<file path="config.mk">
export PLATFORM = sky130hd
export DESIGN_NAME = ansi_text_screen_mirror_top
export DESIGN_NICKNAME = d
export VERILOG_FILES = /design/src/sv/atsm_pkg.sv /design/src/sv/ansi_text_screen_mirror_top.sv /design/src/sv/atsm_num_unit.sv /design/src/sv/atsm_cell_mem.sv
export SDC_FILE = /design/constraint.sdc
export NUM_CORES = 2
export LEC_CHECK = 0
export BUFFER_PORTS_ARGS = -buffer_cell sky130_fd_sc_hd__buf_2
export CAP_MARGIN = 20
export CORE_ASPECT_RATIO = 0.9
export CORE_UTILIZATION = 33
export CTS_BUF_LIST = sky130_fd_sc_hd__clkbuf_16
export CTS_CLUSTER_DIAMETER = 40
export DETAILED_ROUTE_END_ITERATION = 6
export PLACE_DENSITY = 0.48
export SYNTH_ARGS = -nofsm -noshare
export SYNTH_HDL_FRONTEND = slang
export SYNTH_SLANG_ARGS = --single-unit
</file>
<file path="constraint.sdc">
create_clock -name aclk -period 11 [get_ports aclk]
set_clock_uncertainty 0.15 [all_clocks]
set_input_delay 1.65 -clock aclk [delete_from_list [all_inputs] [get_ports aclk]]
set_output_delay 1.65 -clock aclk [all_outputs]
set_load 0.005 [all_outputs]
</file>
<file path="src/sv/atsm_pkg.sv">
package atsm_pkg;

    localparam int SCREEN_ROWS = 8;
    localparam int SCREEN_COLS = 30;
    localparam int PARAM_LEN   = 15;
    localparam int CELLS       = SCREEN_ROWS * SCREEN_COLS;

    localparam int ROW_W  = 3;
    localparam int COL_W  = 5;
    localparam int ADDR_W = $clog2(CELLS);
    localparam int PCNT_W = $clog2(PARAM_LEN + 1);
    localparam int PIDX_W = $clog2(PARAM_LEN);
    localparam int PCH_W  = 4;
    localparam int NUM_W  = 8;
    localparam int NUM_MAX = 255;

    localparam int S_TDATA_W = 16;
    localparam int M_TDATA_W = 24;

    localparam logic [7:0] CH_LF     = 8'h0A;
    localparam logic [7:0] CH_ESC    = 8'h1B;
    localparam logic [7:0] CH_SPACE  = 8'h20;
    localparam logic [7:0] CH_ZERO   = 8'h30;
    localparam logic [7:0] CH_NINE   = 8'h39;
    localparam logic [7:0] CH_SEMI   = 8'h3B;
    localparam logic [7:0] CH_QUEST  = 8'h3F;
    localparam logic [7:0] CH_UP_A   = 8'h41;
    localparam logic [7:0] CH_UP_H   = 8'h48;
    localparam logic [7:0] CH_UP_J   = 8'h4A;
    localparam logic [7:0] CH_UP_Z   = 8'h5A;
    localparam logic [7:0] CH_LBRACK = 8'h5B;
    localparam logic [7:0] CH_LO_A   = 8'h61;
    localparam logic [7:0] CH_LO_F   = 8'h66;
    localparam logic [7:0] CH_LO_M   = 8'h6D;
    localparam logic [7:0] CH_LO_Z   = 8'h7A;

    localparam logic [PCH_W-1:0] PCH_SEMI = 4'd10;
    localparam logic [PCH_W-1:0] PCH_TWO  = 4'd2;

    localparam logic [NUM_W-1:0] SGR_RESET   = 8'd0;
    localparam logic [NUM_W-1:0] SGR_REV_ON  = 8'd7;
    localparam logic [NUM_W-1:0] SGR_REV_OFF = 8'd27;
    localparam logic [NUM_W-1:0] SGR_FG_LO   = 8'd30;
    localparam logic [NUM_W-1:0] SGR_FG_HI   = 8'd37;
    localparam logic [NUM_W-1:0] SGR_BFG_LO  = 8'd90;
    localparam logic [NUM_W-1:0] SGR_BFG_HI  = 8'd97;

    typedef struct packed {
        logic [7:0] ch;
        logic [2:0] color;
        logic       rev;
    } cell_t;

    localparam cell_t CELL_BLANK = '{ch: CH_SPACE, color: 3'd0, rev: 1'b0};

endpackage

</file>
<file path="src/sv/ansi_text_screen_mirror_top.sv">
// Accept to m_tvalid: a byte feed passes ST_FEED, a cell read ST_READ and ST_RDATA,
// a CSI H, f or m final ST_FEED and then ST_WALK over its kept parameter characters.
// Throughput: one word in flight; s_tready is high only while idle, so a new word
// is taken the cycle after the result is taken. The parameter walk is the long path.
// Reset (aresetn low, synchronous): blank screen, all cells dirty, cursor home,
// text mode, default pen; takes effect at once, no clearing sweep.
module ansi_text_screen_mirror_top (
    input  logic                           aclk,
    input  logic                           aresetn,
    input  logic                           s_tvalid,
    output logic                           s_tready,
    // in_byte[7:0], cell_row[10:8], cell_col[15:11]
    input  logic [atsm_pkg::S_TDATA_W-1:0] s_tdata,
    // req_type[0]
    input  logic                           s_tuser,
    output logic                           m_tvalid,
    input  logic                           m_tready,
    // out_char[7:0], out_color[10:8], out_reverse[11], out_cell_dirty[12],
    // out_row_dirty[13], cursor_row[16:14], cursor_col[21:17], zero[23:22]
    output logic [atsm_pkg::M_TDATA_W-1:0] m_tdata
);
    import atsm_pkg::*;

    typedef enum logic [5:0] {
        ST_IDLE  = 6'b000001,
        ST_FEED  = 6'b000010,
        ST_READ  = 6'b000100,
        ST_RDATA = 6'b001000,
        ST_WALK  = 6'b010000,
        ST_OUT   = 6'b100000
    } state_t;

    typedef enum logic [3:0] {
        MD_TEXT = 4'b0001,
        MD_ESC  = 4'b0010,
        MD_CSI  = 4'b0100,
        MD_SKIP = 4'b1000
    } mode_t;

    typedef struct packed {
        logic [2:0] color;
        logic       rev;
    } pen_t;

    function automatic pen_t sgr_apply(input logic [NUM_W-1:0] v, input pen_t pen);
        pen_t p;
        logic [NUM_W-1:0] d;
        p = pen;
        d = '0;
        if (v == SGR_RESET) begin
            p = '0;
        end else if (v == SGR_REV_ON) begin
            p.rev = 1'b1;
        end else if (v == SGR_REV_OFF) begin
            p.rev = 1'b0;
        end else if (v inside {[SGR_FG_LO:SGR_FG_HI]}) begin
            d = v - SGR_FG_LO;
            p.color = d[2:0];
            p.rev = 1'b0;
        end else if (v inside {[SGR_BFG_LO:SGR_BFG_HI]}) begin
            d = v - SGR_BFG_LO;
            p.color = d[2:0];
            p.rev = 1'b0;
        end
        return p;
    endfunction

    state_t state_reg, state_next;
    mode_t  mode_reg, mode_next;

    logic [ROW_W-1:0]  cur_row_reg, cur_row_next;
    logic [COL_W-1:0]  cur_col_reg, cur_col_next;
    pen_t              pen_reg, pen_next;
    logic [PCNT_W-1:0] param_cnt_reg, param_cnt_next;
    logic [PCH_W-1:0]  param_chars_reg [PARAM_LEN];

    logic [7:0]        byte_reg, byte_next;
    logic [ROW_W-1:0]  rd_row_reg, rd_row_next;
    logic [COL_W-1:0]  rd_col_reg, rd_col_next;
    logic              in_range_reg, in_range_next;

    logic [PCNT_W-1:0] pos_reg, pos_next;
    logic [NUM_W-1:0]  acc_reg, acc_next;
    logic              have_reg, have_next;
    logic [1:0]        nslot_reg, nslot_next;
    logic [NUM_W-1:0]  row_val_reg, row_val_next;
    logic [NUM_W-1:0]  col_val_reg, col_val_next;
    logic              fin_sgr_reg, fin_sgr_next;

    cell_t             out_cell_reg, out_cell_next;
    logic              out_cdirty_reg, out_cdirty_next;
    logic              out_rdirty_reg, out_rdirty_next;

    logic [SCREEN_COLS-1:0] dirty_reg [SCREEN_ROWS];

    logic              param_wr;
    logic [PCH_W-1:0]  param_wr_data;
    logic              scr_clear;
    logic              cell_wr;
    logic [ADDR_W-1:0] cell_wr_addr;
    cell_t             cell_wr_data;
    logic              cell_rd;
    logic [ADDR_W-1:0] cell_rd_addr;
    cell_t             cell_rd_data;
    logic              dirty_clr;

    logic [ROW_W:0]    row_inc;
    logic [ROW_W-1:0]  row_down;
    logic [ROW_W-1:0]  put_row;
    logic [COL_W-1:0]  put_col;
    logic [PCH_W-1:0]  pch;
    logic [NUM_W-1:0]  num_out;
    logic              walk_end;
    logic [NUM_W-1:0]  end_row;
    logic [NUM_W-1:0]  end_col;
    logic              rd_ok;

    atsm_num_unit u_num (
        .acc    (acc_reg),
        .digit  (pch),
        .result (num_out)
    );

    atsm_cell_mem u_mem (
        .aclk    (aclk),
        .aresetn (aresetn),
        .clear   (scr_clear),
        .wr_en   (cell_wr),
        .wr_addr (cell_wr_addr),
        .wr_data (cell_wr_data),
        .rd_en   (cell_rd),
        .rd_addr (cell_rd_addr),
        .rd_data (cell_rd_data)
    );

    assign s_tready = (state_reg == ST_IDLE);
    assign m_tvalid = (state_reg == ST_OUT);
    assign m_tdata  = M_TDATA_W'({cur_col_reg, cur_row_reg, out_rdirty_reg, out_cdirty_reg,
                                  out_cell_reg.rev, out_cell_reg.color, out_cell_reg.ch});

    // cursor helpers
    assign row_inc  = {1'b0, cur_row_reg} + (ROW_W + 1)'(1);
    assign row_down = (row_inc >= (ROW_W + 1)'(SCREEN_ROWS)) ? ROW_W'(SCREEN_ROWS - 1)
                                                            : row_inc[ROW_W-1:0];
    assign put_row  = (cur_col_reg >= COL_W'(SCREEN_COLS)) ? row_down : cur_row_reg;
    assign put_col  = (cur_col_reg >= COL_W'(SCREEN_COLS)) ? '0 : cur_col_reg;

    assign pch      = param_chars_reg[pos_reg[PIDX_W-1:0]];
    assign walk_end = (pos_reg == param_cnt_reg);
    assign end_row  = (nslot_reg == 2'd0) ? acc_reg : row_val_reg;
    assign end_col  = (nslot_reg == 2'd1) ? acc_reg : col_val_reg;

    assign rd_ok = ({1'b0, rd_row_reg} < (ROW_W + 1)'(SCREEN_ROWS))
                && (rd_col_reg < COL_W'(SCREEN_COLS));

    always_comb begin
        state_next      = state_reg;
        mode_next       = mode_reg;
        cur_row_next    = cur_row_reg;
        cur_col_next    = cur_col_reg;
        pen_next        = pen_reg;
        param_cnt_next  = param_cnt_reg;
        byte_next       = byte_reg;
        rd_row_next     = rd_row_reg;
        rd_col_next     = rd_col_reg;
        in_range_next   = in_range_reg;
        pos_next        = pos_reg;
        acc_next        = acc_reg;
        have_next       = have_reg;
        nslot_next      = nslot_reg;
        row_val_next    = row_val_reg;
        col_val_next    = col_val_reg;
        fin_sgr_next    = fin_sgr_reg;
        out_cell_next   = out_cell_reg;
        out_cdirty_next = out_cdirty_reg;
        out_rdirty_next = out_rdirty_reg;
        param_wr        = 1'b0;
        param_wr_data   = (byte_reg == CH_SEMI) ? PCH_SEMI : PCH_W'(byte_reg - CH_ZERO);
        scr_clear       = 1'b0;
        cell_wr         = 1'b0;
        cell_wr_addr    = ADDR_W'(int'(put_row) * SCREEN_COLS + int'(put_col));
        cell_wr_data    = '{ch: byte_reg, color: pen_reg.color, rev: pen_reg.rev};
        cell_rd         = 1'b0;
        cell_rd_addr    = ADDR_W'(int'(rd_row_reg) * SCREEN_COLS + int'(rd_col_reg));
        dirty_clr       = 1'b0;

        case (state_reg)
            ST_IDLE: begin
                if (s_tvalid) begin
                    byte_next   = s_tdata[7:0];
                    rd_row_next = s_tdata[10:8];
                    rd_col_next = s_tdata[15:11];
                    if (s_tuser) begin
                        state_next = ST_READ;
                    end else begin
                        out_cell_next   = '0;
                        out_cdirty_next = 1'b0;
                        out_rdirty_next = 1'b0;
                        state_next      = ST_FEED;
                    end
                end
            end
            ST_FEED: begin
                state_next = ST_OUT;
                case (mode_reg)
                    MD_TEXT: begin
                        if (byte_reg == CH_ESC) begin
                            mode_next = MD_ESC;
                        end else if (byte_reg == CH_LF) begin
                            cur_row_next = row_down;
                            cur_col_next = '0;
                        end else if (byte_reg >= CH_SPACE) begin
                            cell_wr      = 1'b1;
                            cur_row_next = put_row;
                            cur_col_next = put_col + COL_W'(1);
                        end
                    end
                    MD_ESC: begin
                        if (byte_reg == CH_LBRACK) begin
                            mode_next      = MD_CSI;
                            param_cnt_next = '0;
                        end else begin
                            mode_next = MD_TEXT;
                        end
                    end
                    MD_CSI: begin
                        if (byte_reg == CH_UP_H || byte_reg == CH_LO_F
                            || byte_reg == CH_LO_M) begin
                            mode_next    = MD_TEXT;
                            pos_next     = '0;
                            acc_next     = '0;
                            have_next    = 1'b0;
                            nslot_next   = '0;
                            row_val_next = '0;
                            col_val_next = '0;
                            fin_sgr_next = (byte_reg == CH_LO_M);
                            state_next   = ST_WALK;
                        end else if (byte_reg == CH_UP_J) begin
                            mode_next = MD_TEXT;
                            if (param_cnt_reg == '0 || param_chars_reg[0] == PCH_TWO) begin
                                scr_clear    = 1'b1;
                                cur_row_next = '0;
                                cur_col_next = '0;
                            end
                        end else if (byte_reg == CH_QUEST) begin
                            mode_next = MD_SKIP;
                        end else if (byte_reg inside {[CH_ZERO:CH_NINE]}
                                     || byte_reg == CH_SEMI) begin
                            if (param_cnt_reg < PCNT_W'(PARAM_LEN)) begin
                                param_wr       = 1'b1;
                                param_cnt_next = param_cnt_reg + PCNT_W'(1);
                            end
                        end else begin
                            mode_next = MD_TEXT;
                        end
                    end
                    MD_SKIP: begin
                        if (byte_reg inside {[CH_UP_A:CH_UP_Z], [CH_LO_A:CH_LO_Z]}) begin
                            mode_next = MD_TEXT;
                        end
                    end
                    default: begin
                        mode_next = MD_TEXT;
                    end
                endcase
            end
            ST_WALK: begin
                if (!walk_end) begin
                    pos_next = pos_reg + PCNT_W'(1);
                    if (pch == PCH_SEMI) begin
                        if (have_reg) begin
                            acc_next  = '0;
                            have_next = 1'b0;
                            if (fin_sgr_reg) begin
                                pen_next = sgr_apply(acc_reg, pen_reg);
                            end else begin
                                if (nslot_reg == 2'd0) begin
                                    row_val_next = acc_reg;
                                end else if (nslot_reg == 2'd1) begin
                                    col_val_next = acc_reg;
                                end
                                if (nslot_reg != 2'd2) begin
                                    nslot_next = nslot_reg + 2'd1;
                                end
                            end
                        end
                    end else begin
                        acc_next  = num_out;
                        have_next = 1'b1;
                    end
                end else begin
                    state_next = ST_OUT;
                    if (fin_sgr_reg) begin
                        pen_next = sgr_apply(acc_reg, pen_reg);
                    end else begin
                        if (end_row == '0) begin
                            cur_row_next = '0;
                        end else if (end_row > NUM_W'(SCREEN_ROWS)) begin
                            cur_row_next = ROW_W'(SCREEN_ROWS - 1);
                        end else begin
                            cur_row_next = ROW_W'(end_row - NUM_W'(1));
                        end
                        if (end_col == '0) begin
                            cur_col_next = '0;
                        end else if (end_col > NUM_W'(SCREEN_COLS)) begin
                            cur_col_next = COL_W'(SCREEN_COLS - 1);
                        end else begin
                            cur_col_next = COL_W'(end_col - NUM_W'(1));
                        end
                    end
                end
            end
            ST_READ: begin
                in_range_next = rd_ok;
                cell_rd       = rd_ok;
                dirty_clr     = rd_ok;
                if (rd_ok) begin
                    out_cdirty_next = dirty_reg[rd_row_reg][rd_col_reg];
                    out_rdirty_next = |dirty_reg[rd_row_reg];
                end else begin
                    out_cdirty_next = 1'b0;
                    out_rdirty_next = 1'b0;
                end
                state_next = ST_RDATA;
            end
            ST_RDATA: begin
                out_cell_next = in_range_reg ? cell_rd_data : '0;
                state_next    = ST_OUT;
            end
            ST_OUT: begin
                if (m_tready) begin
                    state_next = ST_IDLE;
                end
            end
            default: begin
                state_next = ST_IDLE;
            end
        endcase
    end

    always_ff @(posedge aclk) begin
        if (!aresetn) begin
            state_reg     <= ST_IDLE;
            mode_reg      <= MD_TEXT;
            cur_row_reg   <= '0;
            cur_col_reg   <= '0;
            pen_reg       <= '0;
            param_cnt_reg <= '0;
            pos_reg       <= '0;
            have_reg      <= 1'b0;
            nslot_reg     <= '0;
            fin_sgr_reg   <= 1'b0;
            in_range_reg  <= 1'b0;
        end else begin
            state_reg     <= state_next;
            mode_reg      <= mode_next;
            cur_row_reg   <= cur_row_next;
            cur_col_reg   <= cur_col_next;
            pen_reg       <= pen_next;
            param_cnt_reg <= param_cnt_next;
            pos_reg       <= pos_next;
            have_reg      <= have_next;
            nslot_reg     <= nslot_next;
            fin_sgr_reg   <= fin_sgr_next;
            in_range_reg  <= in_range_next;
        end
    end

    always_ff @(posedge aclk) begin
        byte_reg       <= byte_next;
        rd_row_reg     <= rd_row_next;
        rd_col_reg     <= rd_col_next;
        acc_reg        <= acc_next;
        row_val_reg    <= row_val_next;
        col_val_reg    <= col_val_next;
        out_cell_reg   <= out_cell_next;
        out_cdirty_reg <= out_cdirty_next;
        out_rdirty_reg <= out_rdirty_next;
        if (param_wr) begin
            param_chars_reg[param_cnt_reg[PIDX_W-1:0]] <= param_wr_data;
        end
    end

    always_ff @(posedge aclk) begin
        if (!aresetn || scr_clear) begin
            for (int r = 0; r < SCREEN_ROWS; r++) begin
                dirty_reg[r] <= '1;
            end
        end else if (cell_wr) begin
            dirty_reg[put_row][put_col] <= 1'b1;
        end else if (dirty_clr) begin
            dirty_reg[rd_row_reg][rd_col_reg] <= 1'b0;
        end
    end

endmodule

</file>
<file path="src/sv/atsm_num_unit.sv">
module atsm_num_unit (
    input  logic [atsm_pkg::NUM_W-1:0] acc,
    input  logic [atsm_pkg::PCH_W-1:0] digit,
    output logic [atsm_pkg::NUM_W-1:0] result
);
    import atsm_pkg::*;

    logic [NUM_W+3:0] wide;

    // acc * 10 + digit, saturating
    assign wide = ({4'b0000, acc} << 3) + ({4'b0000, acc} << 1)
                + {{NUM_W{1'b0}}, digit};
    assign result = (wide > (NUM_W + 4)'(NUM_MAX)) ? NUM_W'(NUM_MAX) : wide[NUM_W-1:0];

endmodule

</file>
<file path="src/sv/atsm_cell_mem.sv">
module atsm_cell_mem (
    input  logic                        aclk,
    input  logic                        aresetn,
    input  logic                        clear,
    input  logic                        wr_en,
    input  logic [atsm_pkg::ADDR_W-1:0] wr_addr,
    input  atsm_pkg::cell_t             wr_data,
    input  logic                        rd_en,
    input  logic [atsm_pkg::ADDR_W-1:0] rd_addr,
    output atsm_pkg::cell_t             rd_data
);
    import atsm_pkg::*;

    cell_t            mem [CELLS];
    logic [CELLS-1:0] valid_reg;
    cell_t            rd_word_reg;
    logic             rd_valid_reg;

    // unwritten cells read as blank
    always_ff @(posedge aclk) begin
        if (!aresetn) begin
            valid_reg <= '0;
        end else if (clear) begin
            valid_reg <= '0;
        end else if (wr_en) begin
            valid_reg[wr_addr] <= 1'b1;
        end
    end

    always_ff @(posedge aclk) begin
        if (wr_en) begin
            mem[wr_addr] <= wr_data;
        end
        if (rd_en) begin
            rd_word_reg  <= mem[rd_addr];
            rd_valid_reg <= valid_reg[rd_addr];
        end
    end

    assign rd_data = rd_valid_reg ? rd_word_reg : CELL_BLANK;

endmodule

</file>
==> results.json <==
{
  "async_flop_share_pct": 0,
  "wirelength_um": 438000,
  "vias_per_cell": 5.43,
  "vias": 77513,
  "setup_ws_ns": 3.34,
  "synth_top_area_share_pct": 69.1,
  "antenna_found_initial": 18,
  "area_growth_pct": 19.3,
  "p_sw_mw": 14.0,
  "grt_max_degree": 241,
  "path_delay_family": "simple AND/OR/NAND/NOR gates",
  "post_cts_buffers": 0,
  "crit_arrival_ns": 8.14,
  "largest_reg_flops": 2880,
  "fp-row-count": 227,
  "relSlewSlack_pct": -5.76,
  "tightest_slew_ns": 1.59,
  "firstDrtPassIters": 6,
  "crit_fanout": 16,
  "hold_depth": 1,
  "synth_area_um2": 141000,
  "multi_input_area_um2": 36100,
  "p_int_mw": 28.1,
  "track_usage_pct": 19.9,
  "ys.warnings.count": 0,
  "crit_cells": 15,
  "crit_path_end": "u_mem.mem[54][9]$_DFFE_PP_",
  "r2r_slack_ns": 3.34,
  "drive_above_1_share_pct": 26.3,
  "n_fill_cell": 37886,
  "power_frac_seq_pct": 35.5,
  "place_area_um2": 150000,
  "gp_congestion": 0.817,
  "rr_endpoint": "u_mem.mem[54][9]$_DFFE_PP_",
  "synth_cell_types": 95,
  "whs_ns": 0.308,
  "cp_slowest_cell": "nor2_1",
  "crit_type": "reg2reg",
  "cp_cell_sequence": "and4_1 > a21oi_1 > a41oi_1 > fa_1 > inv_1 > ha_1 > inv_1 > fa_1 > inv_1 > ha_1 > nand2b_1 > a21oi_1 > xnor2_1 > nand3_1 > nor2_1",
  "timing.reg2reg.worst_path_depth": 15,
  "grt_pass1_wl_um": 615000,
  "min-delay-path-class": "reg2reg",
  "crit_start": "cur_col_reg[2]$_SDFFE_PN0P_",
  "critPathCaptureType": "flip-flop",
  "swShare_pct": 33.2,
  "cts-resized-gates": 0,
  "ys_seq_elements": 3529,
  "fin_cells": 14277,
  "cts_sinks": 3529,
  "p_clk_share_pct": 40.5,
  "cts_tree": "built",
  "synth.largest_area_cell": "edfxtp_1",
  "place_ws_ns": 3.32,
  "core_area_um2": 425000,
  "die_y_um": 622,
  "start_util_pct": 33.2,
  "max-cap-violations": 0,
  "ys.flop_type": "edfxtp_1",
  "gr-total-overflow": 0,
  "violations": "slew limit",
  "clock_latency_ns": 1.02,
  "power.density_nw_per_um2": 250,
  "outcome": "complete, but fails checks",
  "cts_root_buf": "clkbuf_16",
  "syn_inst": 7748,
  "p_comb_share_pct": 24.0,
  "placed_cells": 13233,
  "dp_hpwl_um": 259000,
  "final_max_slew_viol_count": 47,
  "cts_buffer_depth": 4,
  "cts_hold_buf": 0,
  "antenna_left": 0,
  "drtIter0Drc": 8905,
  "cpPeakStageDelay_ns": 1.20,
  "design_area_um2": 168000,
  "dieWidth_um": 691,
  "crit_path_frequent_cell": "inv_1",
  "num-nets-final": 8303,
  "io_pins": 47,
  "setup_tns_ns": 0,
  "cp-start-kind": "flip-flop",
  "fmax_mhz": 130,
  "rsz0062_at_grt": "no",
  "avgSynthCellArea_um2": 18.2,
  "crit_buf_inv": 3,
  "vdd_drop_max_mv": 0.623,
  "drcViolationCount": 0,
  "dieArea_um2": 430000,
  "clkTransAtPathRegs_ns": 0.06,
  "synth_edf_count": 3247,
  "synth-seq-area-share_pct": 73.1,
  "first_global_vias": 78661,
  "r2r-start": "cur_col_reg[2]$_SDFFE_PN0P_",
  "p_leak_nw": 53.5,
  "post_synth_main_area_contributors": "edfxtp_1 (69%), mux4_2 (14%), dfxtp_1 (4.0%)",
  "htreeDepth": 6,
  "setup_violations": 0,
  "required_ns": 11.48,
  "seq_area_um2": 103000,
  "cts_inserted_buffers": 529,
  "wl_per_cell_um": 30.7,
  "final_hold_viol_count": 0,
  "layout_min_cycle_time_ns": 7.66,
  "port-buffer-count": 44,
  "final.period_utilization_pct": 69.7
}
## worst register-to-register path, cell delays in order (launching register included)
cell and delay, ns:
dfxtp_1 0.64, and4_1 0.38, a21oi_1 0.10, a41oi_1 0.80, fa_1 0.58, inv_1 0.10, ha_1 0.18, inv_1 0.07
fa_1 0.54, inv_1 0.05, ha_1 0.33, nand2b_1 0.09, a21oi_1 0.11, xnor2_1 0.86, nand3_1 1.09, nor2_1 1.23
## metrics by stage
stage               utilization, %  power (mW)
finish                        39.6        42.1
floorplan                        -        19.9
global placement              35.0        25.2
CTS                           39.5        42.3
global route                  39.6        43.1
detailed placement            35.2        25.2
## power groups by stage
stage                     Clock [mW]  Sequential, mW  Combinational, mW
after floorplan                    0            15.3               4.58
after global placement             0            15.2               9.99
after detailed placement           0            15.2               10.0
after CTS                       17.3            14.9               10.0
after global routing            17.8            14.9               10.3
final                           17.0            14.9               10.1
## cell usage in the layout, fill, tap and decap left out, types with 60 or more instances in the layout
| master | n |
|---|---|
| inv_1 | 129 |
| nand2_1 | 742 |
| mux2i_1 | 123 |
| dfxtp_1 | 276 |
| o21a_1 | 246 |
| bufinv_16 | 65 |
| nor2_1 | 407 |
| clkbuf_16 | 540 |
| o21ai_1 | 63 |
| nand3_1 | 158 |
| edfxtp_1 | 3247 |
| clkinv_2 | 60 |
| buf_6 | 93 |
| o21ai_0 | 229 |
| a21oi_1 | 109 |
| buf_4 | 252 |
| mux4_2 | 873 |
## routing by layer
| layer | track usage (%) | vias up | wire [µm] |
|---|---|---|---|
| met1 | 28.5 | 41569 | 193000 |
| met3 | 3.77 | 620 | 31700 |
| li1 | - | 32254 | - |
| met5 | 0 | - | 0 |
| met4 | 6.20 | 0 | 13700 |
| met2 | 30.6 | 3070 | 199000 |
## cell families (layout without fill, tap and decap cells)
group | after synthesis | after routing | synth area share (%)
buffers and inverters | 539 | 1449 | 1.61
AND/OR/NAND/NOR | 1583 | 1583 | 4.84
multiplexers | 1018 | 1018 | 15.0
AO/OA/AOI/OAI | 974 | 974 | 4.61
other | 1 | 10 | 0.00266
adder cells (fa/ha/maj) | 66 | 66 | 0.635
flip-flops | 3529 | 3529 | 73.1
XOR/XNOR | 38 | 38 | 0.236
## worst min path at each step
stage | endpoint | slack (ns) | start
6_report | u_mem.valid_reg[167]$_SDFFE_PP0N_ | 0.31 | u_mem.valid_reg[167]$_SDFFE_PP0N_
5_1_grt | u_mem.valid_reg[70]$_SDFFE_PP0N_ | 0.32 | u_mem.valid_reg[70]$_SDFFE_PP0N_
4_1_cts | u_mem.valid_reg[219]$_SDFFE_PP0N_ | 0.31 | u_mem.valid_reg[219]$_SDFFE_PP0N_
3_5_place_dp | u_mem.valid_reg[171]$_SDFFE_PP0N_ | 0.30 | u_mem.valid_reg[171]$_SDFFE_PP0N_
3_3_place_gp | u_mem.valid_reg[134]$_SDFFE_PP0N_ | 0.29 | u_mem.valid_reg[134]$_SDFFE_PP0N_
2_1_floorplan | u_mem.valid_reg[102]$_SDFFE_PP0N_ | 0.29 | u_mem.valid_reg[102]$_SDFFE_PP0N_
## cell usage after synthesis (all sizes together), types with 52 or more instances
cell    number
edfxtp    3247
mux4       873
nand2      761
nor2       422
o21ai      294
clkbuf     282
dfxtp      282
o21a       246
buf        204
nand3      168
mux2i      123
a21oi      121
a31oi       63
ha          54
inv         52
## cell type report
class / instances / area share [%]
Antenna cell: 8 / 0.0119
Clock buffer: 540 / 8.03
Clock inverter: 432 / 2.71
Inverter: 53 / 0.118
Multi-Input combinational cell: 3681 / 21.4
Sequential cell: 3529 / 61.3
Tap cell: 5610 / 4.17
Timing Repair Buffer: 424 / 2.25
Note: power is estimated with default switching activity, not from simulation.
